File: config.mk
export PLATFORM = sky130hd
export DESIGN_NAME = array_list_insert_delete_search_top_flat
export DESIGN_NICKNAME = d
export VERILOG_FILES = /design/src/hdl/alist_pkg.sv /design/src/hdl/alist_if.sv /design/src/hdl/alist_ram.sv /design/src/hdl/array_list_insert_delete_search_top.sv /design/src/flat_wrapper.sv
export SDC_FILE = /design/constraint.sdc
export NUM_CORES = 1
export LEC_CHECK = 0
export BUFFER_PORTS_ARGS = -buffer_cell sky130_fd_sc_hd__buf_4
export CAP_MARGIN = 20
export CORE_AREA = 2 2 257 233
export DETAILED_ROUTE_END_ITERATION = 16
export DIE_AREA = 0 0 259 235
export HOLD_SLACK_MARGIN = 0.12
export PLACE_DENSITY_LB_ADDON = 0.12
export SKIP_LAST_GASP = 1
export SLEW_MARGIN = 10
export SYNTH_ARGS = -nofsm -noshare
export SYNTH_HDL_FRONTEND = slang
export SYNTH_SLANG_ARGS = --single-unit
File: constraint.sdc
create_clock -name i_clk -period 4.3 [get_ports i_clk]
set_input_delay 0.43 -clock i_clk [delete_from_list [all_inputs] [get_ports i_clk]]
set_output_delay 0.43 -clock i_clk [all_outputs]
set_load 0.01 [all_outputs]
File: src/hdl/alist_pkg.sv
// Shared constants and sizes for the array list block.
package alist_pkg;

    localparam int CAPACITY = 16;
    localparam int ADDR_W   = (CAPACITY > 1) ? $clog2(CAPACITY) : 1;
    localparam int CNT_W    = $clog2(CAPACITY + 1);
    localparam int CMP_W    = (CNT_W > 4) ? CNT_W : 4;
    localparam int DATA_W   = 32;

    localparam logic [2:0] CMD_CLEAR  = 3'd0;
    localparam logic [2:0] CMD_APPEND = 3'd1;
    localparam logic [2:0] CMD_INSERT = 3'd2;
    localparam logic [2:0] CMD_DELETE = 3'd3;
    localparam logic [2:0] CMD_SEARCH = 3'd4;
    localparam logic [2:0] CMD_READ   = 3'd5;

    localparam logic [1:0] ST_OK       = 2'd0;
    localparam logic [1:0] ST_BADPOS   = 2'd1;
    localparam logic [1:0] ST_FULL     = 2'd2;
    localparam logic [1:0] ST_NOTFOUND = 2'd3;

endpackage

File: src/hdl/alist_if.sv
// Command and response channel interfaces for the array list block.
interface alist_in_if;
    logic               valid;
    logic               ready;
    logic        [2:0]  command;
    logic        [3:0]  position;
    logic signed [31:0] value;

    modport source (output valid, command, position, value, input ready);
    modport sink   (input valid, command, position, value, output ready);
endinterface

interface alist_out_if;
    logic               valid;
    logic               ready;
    logic        [1:0]  status;
    logic        [3:0]  found_index;
    logic signed [31:0] read_value;
    logic        [4:0]  length;

    modport source (output valid, status, found_index, read_value, length, input ready);
    modport sink   (input valid, status, found_index, read_value, length, output ready);
endinterface

File: src/hdl/alist_ram.sv
// Simple dual-port RAM with one write port and one registered read port.
module alist_ram #(
    parameter int DEPTH  = 16,
    parameter int WIDTH  = 32,
    parameter int AW     = 4
) (
    input  logic             i_clk,
    input  logic             i_we,
    input  logic [AW-1:0]    i_waddr,
    input  logic [WIDTH-1:0] i_wdata,
    input  logic [AW-1:0]    i_raddr,
    output logic [WIDTH-1:0] o_rdata
);

    logic [WIDTH-1:0] r_mem [DEPTH];
    logic [WIDTH-1:0] r_rdata;

    always_ff @(posedge i_clk) begin
        if (i_we) begin
            r_mem[i_waddr] <= i_wdata;
        end
        r_rdata <= r_mem[i_raddr];
    end

    assign o_rdata = r_rdata;

endmodule

File: src/hdl/array_list_insert_delete_search_top.sv
// Array list sequencer: clear, append, insert, delete, search and read on a RAM.
// Insert and delete move the tail elements one slot at a time through the RAM, and a search
// scans the elements in order through the shared compare until the first match.
// Not ready while a command runs; a new command is taken only once the last response is loaded.
// Synchronous active-low reset empties the list; element storage is not cleared.
module array_list_insert_delete_search_top
    import alist_pkg::*;
(
    input  logic        i_clk,
    input  logic        i_rst_n,
    alist_in_if.sink    i_cmd,
    alist_out_if.source o_rsp
);

    typedef enum logic [2:0] {
        S_IDLE, S_EXEC, S_INS, S_DEL, S_SRCH, S_RD, S_RESP
    } t_state;

    t_state             r_state, n_state;
    logic [2:0]         r_cmd;
    logic [3:0]         r_pos;
    logic [DATA_W-1:0]  r_val;
    logic [CNT_W-1:0]   r_count, n_count;
    logic [CNT_W-1:0]   r_k, n_k;
    logic               r_pend, n_pend;
    logic [ADDR_W-1:0]  r_pend_addr, n_pend_addr;
    logic [1:0]         r_res_status, n_res_status;
    logic [ADDR_W-1:0]  r_res_found, n_res_found;
    logic [DATA_W-1:0]  r_res_read, n_res_read;

    logic               r_ov;
    logic [1:0]         r_o_status;
    logic [3:0]         r_o_found;
    logic [DATA_W-1:0]  r_o_read;
    logic [4:0]         r_o_length;
    logic               load_out;

    logic               we;
    logic [ADDR_W-1:0]  waddr, raddr;
    logic [DATA_W-1:0]  wdata, rdata;

    logic [CMP_W-1:0]   pos_ext, cnt_ext, k_ext;
    logic [CNT_W-1:0]   k_m1, k_p1, pos_p1;
    logic               hit;

    alist_ram #(
        .DEPTH (CAPACITY),
        .WIDTH (DATA_W),
        .AW    (ADDR_W)
    ) u_ram (
        .i_clk   (i_clk),
        .i_we    (we),
        .i_waddr (waddr),
        .i_wdata (wdata),
        .i_raddr (raddr),
        .o_rdata (rdata)
    );

    assign pos_ext = CMP_W'(r_pos);
    assign cnt_ext = CMP_W'(r_count);
    assign k_ext   = CMP_W'(r_k);
    assign k_m1    = r_k - CNT_W'(1);
    assign k_p1    = r_k + CNT_W'(1);
    assign pos_p1  = CNT_W'(pos_ext) + CNT_W'(1);
    // The single comparator shared by every scan step.
    assign hit     = (rdata == r_val);

    assign i_cmd.ready = (r_state == S_IDLE);
    assign load_out    = (r_state == S_RESP) && (!r_ov || o_rsp.ready);

    always_comb begin
        n_state      = r_state;
        n_count      = r_count;
        n_k          = r_k;
        n_pend       = r_pend;
        n_pend_addr  = r_pend_addr;
        n_res_status = r_res_status;
        n_res_found  = r_res_found;
        n_res_read   = r_res_read;
        we           = 1'b0;
        waddr        = r_pend_addr;
        wdata        = rdata;
        raddr        = k_m1[ADDR_W-1:0];

        unique case (r_state)
            S_IDLE: begin
                if (i_cmd.valid) begin
                    n_state = S_EXEC;
                end
            end
            S_EXEC: begin
                n_res_status = ST_OK;
                n_res_found  = '0;
                n_res_read   = '0;
                n_pend       = 1'b0;
                n_state      = S_RESP;
                priority case (r_cmd)
                    CMD_CLEAR: begin
                        n_count = '0;
                    end
                    CMD_APPEND: begin
                        if (r_count >= CNT_W'(CAPACITY)) begin
                            n_res_status = ST_FULL;
                        end else begin
                            we      = 1'b1;
                            waddr   = r_count[ADDR_W-1:0];
                            wdata   = r_val;
                            n_count = r_count + CNT_W'(1);
                        end
                    end
                    CMD_INSERT: begin
                        if (pos_ext > cnt_ext) begin
                            n_res_status = ST_BADPOS;
                        end else if (r_count >= CNT_W'(CAPACITY)) begin
                            n_res_status = ST_FULL;
                        end else begin
                            n_k     = r_count;
                            n_state = S_INS;
                        end
                    end
                    CMD_DELETE: begin
                        if (pos_ext >= cnt_ext) begin
                            n_res_status = ST_BADPOS;
                        end else begin
                            n_k     = pos_p1;
                            n_state = S_DEL;
                        end
                    end
                    CMD_SEARCH: begin
                        n_k     = '0;
                        n_state = S_SRCH;
                    end
                    CMD_READ: begin
                        if (pos_ext >= cnt_ext) begin
                            n_res_status = ST_BADPOS;
                        end else begin
                            raddr   = pos_ext[ADDR_W-1:0];
                            n_state = S_RD;
                        end
                    end
                    default: begin
                    end
                endcase
            end
            S_INS: begin
                // Move the tail up one slot: read k-1 now, write it to k next cycle.
                if (r_pend) begin
                    we = 1'b1;
                end
                if (k_ext != pos_ext) begin
                    raddr       = k_m1[ADDR_W-1:0];
                    n_pend      = 1'b1;
                    n_pend_addr = r_k[ADDR_W-1:0];
                    n_k         = k_m1;
                end else if (!r_pend) begin
                    we      = 1'b1;
                    waddr   = pos_ext[ADDR_W-1:0];
                    wdata   = r_val;
                    n_count = r_count + CNT_W'(1);
                    n_state = S_RESP;
                end else begin
                    n_pend = 1'b0;
                end
            end
            S_DEL: begin
                if (r_pend) begin
                    we = 1'b1;
                end
                if (r_k < r_count) begin
                    raddr       = r_k[ADDR_W-1:0];
                    n_pend      = 1'b1;
                    n_pend_addr = k_m1[ADDR_W-1:0];
                    n_k         = k_p1;
                end else if (!r_pend) begin
                    n_count = r_count - CNT_W'(1);
                    n_state = S_RESP;
                end else begin
                    n_pend = 1'b0;
                end
            end
            S_SRCH: begin
                if (r_pend && hit) begin
                    n_res_found = r_pend_addr;
                    n_state     = S_RESP;
                end else if (r_k < r_count) begin
                    raddr       = r_k[ADDR_W-1:0];
                    n_pend      = 1'b1;
                    n_pend_addr = r_k[ADDR_W-1:0];
                    n_k         = k_p1;
                end else begin
                    n_res_status = ST_NOTFOUND;
                    n_state      = S_RESP;
                end
            end
            S_RD: begin
                n_res_read = rdata;
                n_state    = S_RESP;
            end
            S_RESP: begin
                if (load_out) begin
                    n_state = S_IDLE;
                end
            end
            default: begin
                n_state = S_IDLE;
            end
        endcase
    end

    always_ff @(posedge i_clk) begin
        if (!i_rst_n) begin
            r_state <= S_IDLE;
            r_count <= '0;
            r_pend  <= 1'b0;
            r_ov    <= 1'b0;
        end else begin
            r_state <= n_state;
            r_count <= n_count;
            r_pend  <= n_pend;
            if (load_out) begin
                r_ov <= 1'b1;
            end else if (o_rsp.ready) begin
                r_ov <= 1'b0;
            end
        end
        if (i_cmd.valid && i_cmd.ready) begin
            r_cmd <= i_cmd.command;
            r_pos <= i_cmd.position;
            r_val <= i_cmd.value;
        end
        r_k          <= n_k;
        r_pend_addr  <= n_pend_addr;
        r_res_status <= n_res_status;
        r_res_found  <= n_res_found;
        r_res_read   <= n_res_read;
        if (load_out) begin
            r_o_status <= r_res_status;
            r_o_found  <= 4'(r_res_found);
            r_o_read   <= r_res_read;
            r_o_length <= 5'(r_count);
        end
    end

    assign o_rsp.valid       = r_ov;
    assign o_rsp.status      = r_o_status;
    assign o_rsp.found_index = r_o_found;
    assign o_rsp.read_value  = r_o_read;
    assign o_rsp.length      = r_o_length;

endmodule
File: src/flat_wrapper.sv
// flat-port wrapper written by rule: the top's interface ports become plain ports
module array_list_insert_delete_search_top_flat import alist_pkg::*;
  (i_clk, i_rst_n, i_cmd_valid, i_cmd_command, i_cmd_position, i_cmd_value, i_cmd_ready, o_rsp_valid, o_rsp_status, o_rsp_found_index, o_rsp_read_value, o_rsp_length, o_rsp_ready);
  alist_in_if i_cmd_i ();
  alist_out_if o_rsp_i ();
  input  logic i_clk;
  input  logic i_rst_n;
  input wire logic [$bits(i_cmd_i.valid)-1:0] i_cmd_valid;
  input wire logic [$bits(i_cmd_i.command)-1:0] i_cmd_command;
  input wire logic [$bits(i_cmd_i.position)-1:0] i_cmd_position;
  input wire logic [$bits(i_cmd_i.value)-1:0] i_cmd_value;
  output wire logic [$bits(i_cmd_i.ready)-1:0] i_cmd_ready;
  output wire logic [$bits(o_rsp_i.valid)-1:0] o_rsp_valid;
  output wire logic [$bits(o_rsp_i.status)-1:0] o_rsp_status;
  output wire logic [$bits(o_rsp_i.found_index)-1:0] o_rsp_found_index;
  output wire logic [$bits(o_rsp_i.read_value)-1:0] o_rsp_read_value;
  output wire logic [$bits(o_rsp_i.length)-1:0] o_rsp_length;
  input wire logic [$bits(o_rsp_i.ready)-1:0] o_rsp_ready;
  assign i_cmd_i.valid = i_cmd_valid;
  assign i_cmd_i.command = i_cmd_command;
  assign i_cmd_i.position = i_cmd_position;
  assign i_cmd_i.value = i_cmd_value;
  assign i_cmd_ready = i_cmd_i.ready;
  assign o_rsp_valid = o_rsp_i.valid;
  assign o_rsp_status = o_rsp_i.status;
  assign o_rsp_found_index = o_rsp_i.found_index;
  assign o_rsp_read_value = o_rsp_i.read_value;
  assign o_rsp_length = o_rsp_i.length;
  assign o_rsp_i.ready = o_rsp_ready;
  array_list_insert_delete_search_top u_core (.i_clk(i_clk), .i_rst_n(i_rst_n), .i_cmd(i_cmd_i), .o_rsp(o_rsp_i));
endmodule
==> results.yml, run 1 <==
outcome:
  status: "completed"
sta:
  clock.fmax_mhz: 249
  fin_crit_sh: 0.936
  setup_viol: 0
  slew-limit-headroom: 0.412
  drv_slew: 0
  rsz0062_at_grt: "no"
  whs_ns: 0.217
  tightest_slew_ns: 0.882
  hold_viol_final: 0
  finalSetupTns_ns: 0
  layout_min_cycle_time_ns: 4.02
  finClkSkew_ns: 0.0240
critical_path:
  slowest_delay_ns: 0.57
  cp-start-kind: "flip-flop"
  arrival_ns: 4.48
  path_cells: "xnor2_1, o221ai_1, nor4_1, buf_4, nand2_1, a2111oi_1, buf_4, a2bb2oi_4, buf_12, buf_12, mux2i_1, o22ai_1, or4_1"
  critical_path.max_fanout: 24
  path_class: "reg2reg"
  end_kind: "flip-flop"
  crit_required_ns: 4.75
  slowest_stage: "or4_1"
  path_buf_inv: 4
  cp_top_family: "simple AND/OR/NAND/NOR gates"
clock_tree:
  clk_pin_slew_ns: 0.06
  clkLatencyLatePin_ns: 0.61
  cts.htree.levels: 3
  cts_buffer_depth: 3
  postCtsSetupBuffers: 0
  cts_tree: "built"
  cts.sinks: 683
  root_buffer: "clkbuf_16"
  cts_buffers: 71
grt:
  grt_pass1_vias: 14800
  grt_max_degree: 65
  grt_usage: 0.231
  antenna_found_initial: 0
  grt_pass1_wl_um: 101000
  grt-ovfl-total: 0
routing:
  drt_iter0_drc: 1330
  drtPass1Iterations: 5
  wl_per_cell_um: 26.5
  drtAntennaViolNets: 0
  drc: 0
  vias: 15400
  vias_per_cell: 5.81
  drt-total-wl_um: 70200
placement:
  place.gp.congestion: 0.894
  dp_hpwl_um: 39300
  place_inst: 2483
  numPortBuffers: 87
  placed_area_sq_um: 29500
job:
  drv_cap: 0
finish:
  drive_above_1_share: 0.183
  diodes: 0
  instances_no_fill: 2649
  finalInstanceArea_sq_um: 32100
  final_common_cell: "edfxtp_1"
  nets: 1878
  final_cell_mix: "641 x edfxtp_1, 258 x mux2i_1, 138 x buf_4"
  area_growth_pct: 18.6
floorplanning:
  fp.dieW_um: 259
  fp.dieArea_sq_um: 60900
  start_util: 0.466
  die_height_um: 235
  ios: 88
  placementRows: 84
  core_sq_um: 58100
yosys:
  synth_area_leader_cell: "edfxtp_1"
  synth_edf_count: 641
  synth_flop_cell: "edfxtp_1"
  synth.avg_cell_area_sq_um: 16.7
  synth_area_sq_um: 27100
  syn_nets: 1675
  ys_async_sr_fraction: 0
  synth_area_leaders: "edfxtp_1 71%, mux2i_1 9.5%, dfxtp_1 3.1%"
  synth-warning-count: 0
  synth.distinct_cells: 67
  syn_inst: 1619
  seq_area_frac_synth: 0.742
  synth_top_area_frac: 0.711
  synth-seq-cells: 683
pwr:
  p_per_area_nw_per_um2: 759
  total_power_mw: 24.4
  peakVddDrop_mv: 0.688
  leakagePower_nw: 11.3
worst_hold_path:
  min-delay-path-class: "in2reg"
-- per-stage QoR --
stage / setup WS [ns] / util
6_report: 0.277 / 0.553
5_1_grt: 0.122 / 0.553
4_1_cts: 0.0678 / 0.553
3_5_place_dp: 0.0927 / 0.507
3_3_place_gp: 0.0976 / 0.507
2_1_floorplan: 0.331 / -
-- worst paths after layout --
path	from	end	slack, ns	depth (start not counted)
setup / recovery	u_core.r_val[1]	u_core.u_ram.o_rdata[23]	0.28	13
hold / removal	o_rsp_ready	u_core.o_rsp.valid	0.22	3
setup reg to reg	u_core.r_val[1]	u_core.u_ram.o_rdata[23]	0.28	13
hold reg to reg	u_core.r_res_read[12]	u_core.o_rsp.read_value[12]	0.41	0
-- power breakdown --
group	leakage (nW)	total (mW)	switching (mW)	internal (mW)
sequential	6.19	9.33	0.480	8.85
clock	1.09	5.88	2.46	3.42
combinational	4.04	9.17	5.61	3.56
total	11.3	24.4	8.56	15.8
-- registers in the layout, indices dropped and copies added (netlist names), 4 cells and up --
register                  count
u_core.r_pos                  4
u_core.o_rsp.found_index      4
u_core.cnt_ext                5
u_core.o_rsp.length           5
u_core.o_rsp.read_value      32
u_core.r_res_read            32
u_core.r_val                 32
u_core.r_res_found            4
u_core.u_ram.o_rdata         32
u_core.u_ram.r_mem          512
u_core.r_pend_addr            4
u_core.k_ext                  5
-- worst register-to-register path: cells and delay by family (launching register included) --
kind,cells,cell delay (ns)
compound gates,4,0.93
xor+xnor,1,0.34
buf+inv,4,0.86
flops,1,0.41
mux,1,0.29
simple gates,3,1.04
-- cell families after synthesis --
| logic type | count (synthesis) | synth area share |
|---|---|---|
| compound gates | 244 | 0.0590 |
| xor+xnor | 42 | 0.0136 |
| fa+ha+maj | 13 | 0.00601 |
| buf+inv | 102 | 0.0209 |
| flops | 683 | 0.742 |
| mux | 287 | 0.107 |
| simple gates | 248 | 0.0514 |
-- cells in the mapped netlist, types with 10 or more instances --
cell type	count
a21oi_1	23
and3_1	39
buf_2	32
buf_4	14
buf_6	12
clkbuf_1	25
dfxtp_1	42
edfxtp_1	641
ha_1	13
inv_1	17
mux2_2	29
mux2i_1	258
nand2_1	43
nand2b_1	14
nand3_1	16
nor2_1	43
nor3_1	10
o21ai_0	32
o22ai_1	132
or4_1	33
xnor2_1	26
xor2_1	16
-- routing by layer --
layer,vias up,share of wire,wire [um],global-route usage
li1,6832,-,-,-
met1,7854,0.45,31500,0.340
met2,581,0.46,32600,0.355
met3,113,0.066,4610,0.0403
met4,0,0.021,1490,0.0592
met5,-,0,0,0
-- cell type report --
| class | instances | area, sq um |
|---|---|---|
| Clock buffer | 99 | 1990 |
| Clock inverter | 27 | 228 |
| Fill cell | 4617 | 26000 |
| Inverter | 18 | 67.6 |
| Multi-Input combinational cell | 834 | 6620 |
| Sequential cell | 683 | 20100 |
| Tap cell | 774 | 968 |
| Timing Repair Buffer | 214 | 2160 |
-- timing repair --
item / 4_1_cts / 5_1_grt
setup endpoints to repair: 0 / 13
gates resized for setup: 0 / 1
endpoints found under the hold margin: 44 / 0
hold buffers: 40 / 0
Note: power is estimated with default switching activity, not from simulation.
==> run 2: changes to the inputs <==
--- a/config.mk
+++ b/config.mk
@@ -7,9 +7,11 @@
 export LEC_CHECK = 0
 export BUFFER_PORTS_ARGS = -buffer_cell sky130_fd_sc_hd__buf_4
 export CAP_MARGIN = 20
-export CORE_AREA = 2 2 257 233
+export CELL_PAD_IN_SITES_DETAIL_PLACEMENT = 1
+export CELL_PAD_IN_SITES_GLOBAL_PLACEMENT = 1
+export CORE_AREA = 2 2 206 290
 export DETAILED_ROUTE_END_ITERATION = 16
-export DIE_AREA = 0 0 259 235
+export DIE_AREA = 0 0 208 292
 export HOLD_SLACK_MARGIN = 0.12
 export PLACE_DENSITY_LB_ADDON = 0.12
 export SKIP_LAST_GASP = 1
==> constraint.sdc (replaced) <==
create_clock -name i_clk -period 4.3 [get_ports i_clk]
set_input_delay 0.215 -clock i_clk [delete_from_list [all_inputs] [get_ports i_clk]]
set_output_delay 0.215 -clock i_clk [all_outputs]
set_load 0.01 [all_outputs]
==> results.yml, run 2 (synthesis results as in run 1) <==
clock_tree:
  cts_tree: "built"
  cts.htree.levels: 3
  cts.sinks: 683
  cts_buffers: 66
  clkLatencyLatePin_ns: 0.62
  clk_pin_slew_ns: 0.06
  root_buffer: "clkbuf_16"
  cts_buffer_depth: 3
floorplanning:
  ios: 88
  fp.dieW_um: 208
  start_util: 0.466
  core_sq_um: 58100
  die_height_um: 292
  fp.dieArea_sq_um: 60700
  placementRows: 105
job:
  drv_cap: 0
routing:
  vias_per_cell: 5.93
  drtAntennaViolNets: 0
  drt-total-wl_um: 77300
  drtPass1Iterations: 5
  drt_iter0_drc: 1143
  wl_per_cell_um: 29.3
  vias: 15700
  drc: 0
critical_path:
  reg2reg_from: "u_core.r_val[18]"
  r2r-end: "u_core.u_ram.o_rdata[4]"
  arrival_ns: 4.64
  crit_required_ns: 4.78
  path_class: "reg2reg"
  end_kind: "flip-flop"
  rr_worst_depth: 13
  cp-start-kind: "flip-flop"
  r2r_slack_ns: 0.14
  critical_path.max_fanout: 56
sta:
  slew-limit-headroom: 0.395
  hold_viol_final: 0
  setup_viol: 0
  fin_ws_ns: 0.143
  finClkSkew_ns: 0.0182
  fin_crit_sh: 0.967
  whs_ns: 0.321
  drv_slew: 0
  tightest_slew_ns: 0.908
  layout_min_cycle_time_ns: 4.16
  rsz0062_at_grt: "no"
  clock.fmax_mhz: 241
  finalSetupTns_ns: 0
finish:
  diodes: 0
  nets: 1892
  utilization: 0.556
  instances_no_fill: 2638
  largest_reg_flops: 512
  largest_register: "u_core.u_ram.r_mem"
  area_growth_pct: 19.3
  final_cell_mix: "641 x edfxtp_1, 258 x mux2i_1, 149 x buf_4"
  finalInstanceArea_sq_um: 32300
  nFillCells: 5345
  drive_above_1_share: 0.188
  final_common_cell: "edfxtp_1"
worst_hold_path:
  hold_start: "i_cmd_value[10]"
  min-delay-path-class: "in2reg"
  worstHoldEndpoint: "u_core.r_val[10]"
  whs_path_depth: 2
placement:
  place.gp.congestion: 0.889
  placed_area_sq_um: 29600
  place_inst: 2472
  dp_hpwl_um: 45100
  place_ws_ns: -0.0914
  numPortBuffers: 87
pwr:
  p_per_area_nw_per_um2: 771
  peakVddDrop_mv: 0.585
  leakagePower_nw: 11.4
  total_power_mw: 24.9
grt:
  grt_pass1_wl_um: 112000
  grt-ovfl-total: 0
  grt_usage: 0.254
  grt_pass1_vias: 16500
  antenna_found_initial: 1
  grt_max_degree: 65
outcome:
  status: "completed"
-- run 2: cell types whose count changed in the layout (fill, tap and decap cells not counted), moves of 2 or more --
| cell | change |
|---|---|
| clkbuf_16 | -5 |
| buf_4 | +11 |
| inv_16 | +2 |
| dlygate4sd3_1 | +2 |
| clkinv_2 | -3 |
| bufinv_16 | +4 |
| buf_12 | +5 |
| clkinv_1 | +2 |
| clkbuf_8 | -2 |
| clkbuf_1 | -3 |
-- run 2: layer usage --
metal / share of wire / GRT usage
met1: 0.40 / 0.313
met2: 0.52 / 0.457
met3: 0.041 / 0.0303
met4: 0.032 / 0.0951
met5: 0 / 0
-- run 2: worst max-delay path: stages, from the launching register on --
cell       delay [ns]
edfxtp_1         0.44
xnor2_1          0.34
buf_4            0.18
nand4_1          0.17
nor3_1           0.46
nand2_1          0.17
a2111oi_1        0.45
buf_4            0.19
a2bb2oi_4        0.15
buf_12           0.18
buf_12           0.35
mux2i_1          0.27
o22ai_1          0.09
or4_1            0.51
-- run 2: worst max path at each step --
stage               slack, ns        startpoint                  endpoint
floorplan                0.33   u_core.r_cmd[2]  u_core.u_ram.r_mem[8][0]
CTS                      0.19  u_core.r_val[18]   u_core.u_ram.o_rdata[3]
global placement        -0.02  u_core.r_val[28]  u_core.u_ram.o_rdata[31]
global route             0.02  u_core.r_val[18]   u_core.u_ram.o_rdata[8]
detailed placement      -0.09  u_core.r_val[28]  u_core.u_ram.o_rdata[25]
finish                   0.14  u_core.r_val[18]   u_core.u_ram.o_rdata[4]
-- run 2: final cells by class --
cell class              instances  area (sq um)  share of cell area
clock inverters                32           372              0.0115
clock buffers                  89          1830              0.0566
flip-flops and latches        683         20100               0.622
repair buffers                233          2390              0.0741
well taps                     749           937              0.0290
inverters                      18          67.6             0.00209
multi-input cells             834          6620               0.205
-- run 2: report_power, final --
| part | switching [mW] | internal (mW) |
|---|---|---|
| Clock | 2.51 | 3.44 |
| Sequential | 0.469 | 8.85 |
| Combinational | 5.94 | 3.69 |
-- run 2: repair_timing --
| item | CTS | global route |
|---|---|---|
| setup endpoints to repair | 16 | 0 |
| resized for setup | 1 | 0 |
| setup buffers | 2 | 0 |
| endpoints found under the hold margin | 49 | 0 |
| hold buffers | 42 | 0 |
==> run 3: changes to the inputs <==
--- a/config.mk
+++ b/config.mk
@@ -10,6 +10,7 @@
 export CELL_PAD_IN_SITES_DETAIL_PLACEMENT = 1
 export CELL_PAD_IN_SITES_GLOBAL_PLACEMENT = 1
 export CORE_AREA = 2 2 206 290
+export CTS_BUF_LIST = sky130_fd_sc_hd__clkbuf_8
 export DETAILED_ROUTE_END_ITERATION = 16
 export DIE_AREA = 0 0 208 292
 export HOLD_SLACK_MARGIN = 0.12
==> results.yml, run 3 (synthesis results as in run 1) <==
outcome:
  status: "completed"
floorplanning:
  placementRows: 105
  fp.dieW_um: 208
  die_height_um: 292
  ios: 88
  start_util: 0.466
  fp.dieArea_sq_um: 60700
  core_sq_um: 58100
routing:
  drtAntennaViolNets: 0
  drtPass1Iterations: 7
  drt_iter0_drc: 1060
  vias: 15800
  drc: 0
  drt-total-wl_um: 77400
  vias_per_cell: 5.82
  wl_per_cell_um: 28.6
finish:
  finalInstanceArea_sq_um: 32000
  utilization: 0.552
  final_common_cell: "edfxtp_1"
  nFillCells: 5412
  nets: 1929
  drive_above_1_share: 0.199
  largest_register: "u_core.u_ram.r_mem"
  largest_reg_flops: 512
  final_cell_mix: "641 x edfxtp_1, 258 x mux2i_1, 150 x buf_4"
  area_growth_pct: 18.3
sta:
  finClkSkew_ns: 0.0341
  whs_ns: 0.230
  tightest_slew_ns: 0.907
  layout_min_cycle_time_ns: 3.98
  drv_slew: 0
  finalSetupTns_ns: 0
  fin_crit_sh: 0.926
  clock.fmax_mhz: 251
  setup_viol: 0
  slew-limit-headroom: 0.395
  hold_viol_final: 0
  rsz0062_at_grt: "no"
grt:
  top_usage_layer: "met2"
  grtUsageMet2: 0.458
  grt_max_degree: 65
  grt_usage: 0.255
  use_met1: 0.310
  grt_pass1_vias: 16900
  grt_pass1_wl_um: 112000
  grt-ovfl-total: 0
  antenna_found_initial: 2
  use_met3: 0.0367
critical_path:
  slowest_stage: "nand3_2"
  path_cells: "inv_1, ha_1, nand2b_4, a2111oi_4, o21ba_2, nor4bb_1, a21o_1, a221oi_1, nand3_2, buf_12, o22ai_1, or4_1"
  critical_path.max_fanout: 8
  path_class: "reg2reg"
  cp-start-kind: "flip-flop"
  crit_required_ns: 4.94
  arrival_ns: 4.62
  slowest_delay_ns: 0.66
  end_kind: "flip-flop"
pwr:
  switching_share: 0.370
  pwr-share-comb: 0.403
  power_frac_clock: 0.208
  leakagePower_nw: 11.5
  p_per_area_nw_per_um2: 747
  pwr-share-seq: 0.389
  total_power_mw: 24.0
  p_switching_mw: 8.87
  p_int_mw: 15.1
  peakVddDrop_mv: 0.576
clock_tree:
  clkLatencyLatePin_ns: 0.71
  root_buffer: "clkbuf_8"
  cts_buffers: 101
  cts.htree.levels: 3
  cts_buffer_depth: 3
  clk_pin_slew_ns: 0.06
  cts.sinks: 683
  cts_tree: "built"
placement:
  placed_area_sq_um: 29600
  dp_hpwl_um: 45100
  numPortBuffers: 87
  place.gp.congestion: 0.889
job:
  drv_cap: 0
worst_hold_path:
  min-delay-path-class: "in2reg"
==> run 3: cell type report <==
type	instances	area, sq um	share of cell area
multi-input cells	834	6620	0.207
clock buffers	111	1530	0.0477
diodes	1	2.50	0.0000781
inverters	18	67.6	0.00211
repair buffers	235	2420	0.0755
clock inverters	76	380	0.0119
flip-flops and latches	683	20100	0.627
well taps	749	937	0.0292
==> run 3: power by group through the flow <==
| stage | logic (mW) | clock network, mW | registers, mW |
|---|---|---|---|
| floorplan | 5.86 | 0 | 9.23 |
| global placement | 9.23 | 0 | 9.43 |
| detailed placement | 9.45 | 0 | 9.45 |
| CTS | 9.68 | 5.10 | 9.32 |
| global route | 10.2 | 5.36 | 9.36 |
| finish | 9.66 | 4.98 | 9.31 |
==> run 3: final timing paths <==
| kind | from | endpoint | slack, ns | cells past startpoint |
|---|---|---|---|---|
| max | u_core.r_pos[0] | u_core.u_ram.o_rdata[16] | 0.32 | 12 |
| min | i_cmd_value[15] | u_core.r_val[15] | 0.23 | 2 |
| max reg2reg | u_core.r_pos[0] | u_core.u_ram.o_rdata[16] | 0.32 | 12 |
| min reg2reg | u_core.r_res_read[4] | u_core.o_rsp.read_value[4] | 0.41 | 0 |
==> run 3: stage by stage <==
step	worst slack [ns]	std cells
floorplan	0.331	1619
global placement	-0.0244	2472
detailed placement	-0.0914	2472
CTS	0.185	2706
global route	0.115	2707
finish	0.319	2707
==> run 3: critical path, delay by kind of cell, from the launching register on <==
family                   cells  cell delay [ns]
AO/OA/AOI/OAI                5             1.73
adder cells (fa/ha/maj)      1             0.24
buffers and inverters        2             0.46
flip-flops                   1             0.40
AND/OR/NAND/NOR              4             1.08
==> run 3: routing by layer <==
metal	up-vias	share of wire
met3	156	0.046
met5	-	0
met2	440	0.52
met1	8195	0.40
li1	6960	-
met4	0	0.036
==> run 3: what timing repair did <==
item                       in CTS  in global routing
setup buffers                   4                  0
setup endpoints to repair      18                  1
resized for setup               1                  1
hold buffers                   42                  0
hold endpoints to repair       49                  0
cloned                          1                  0
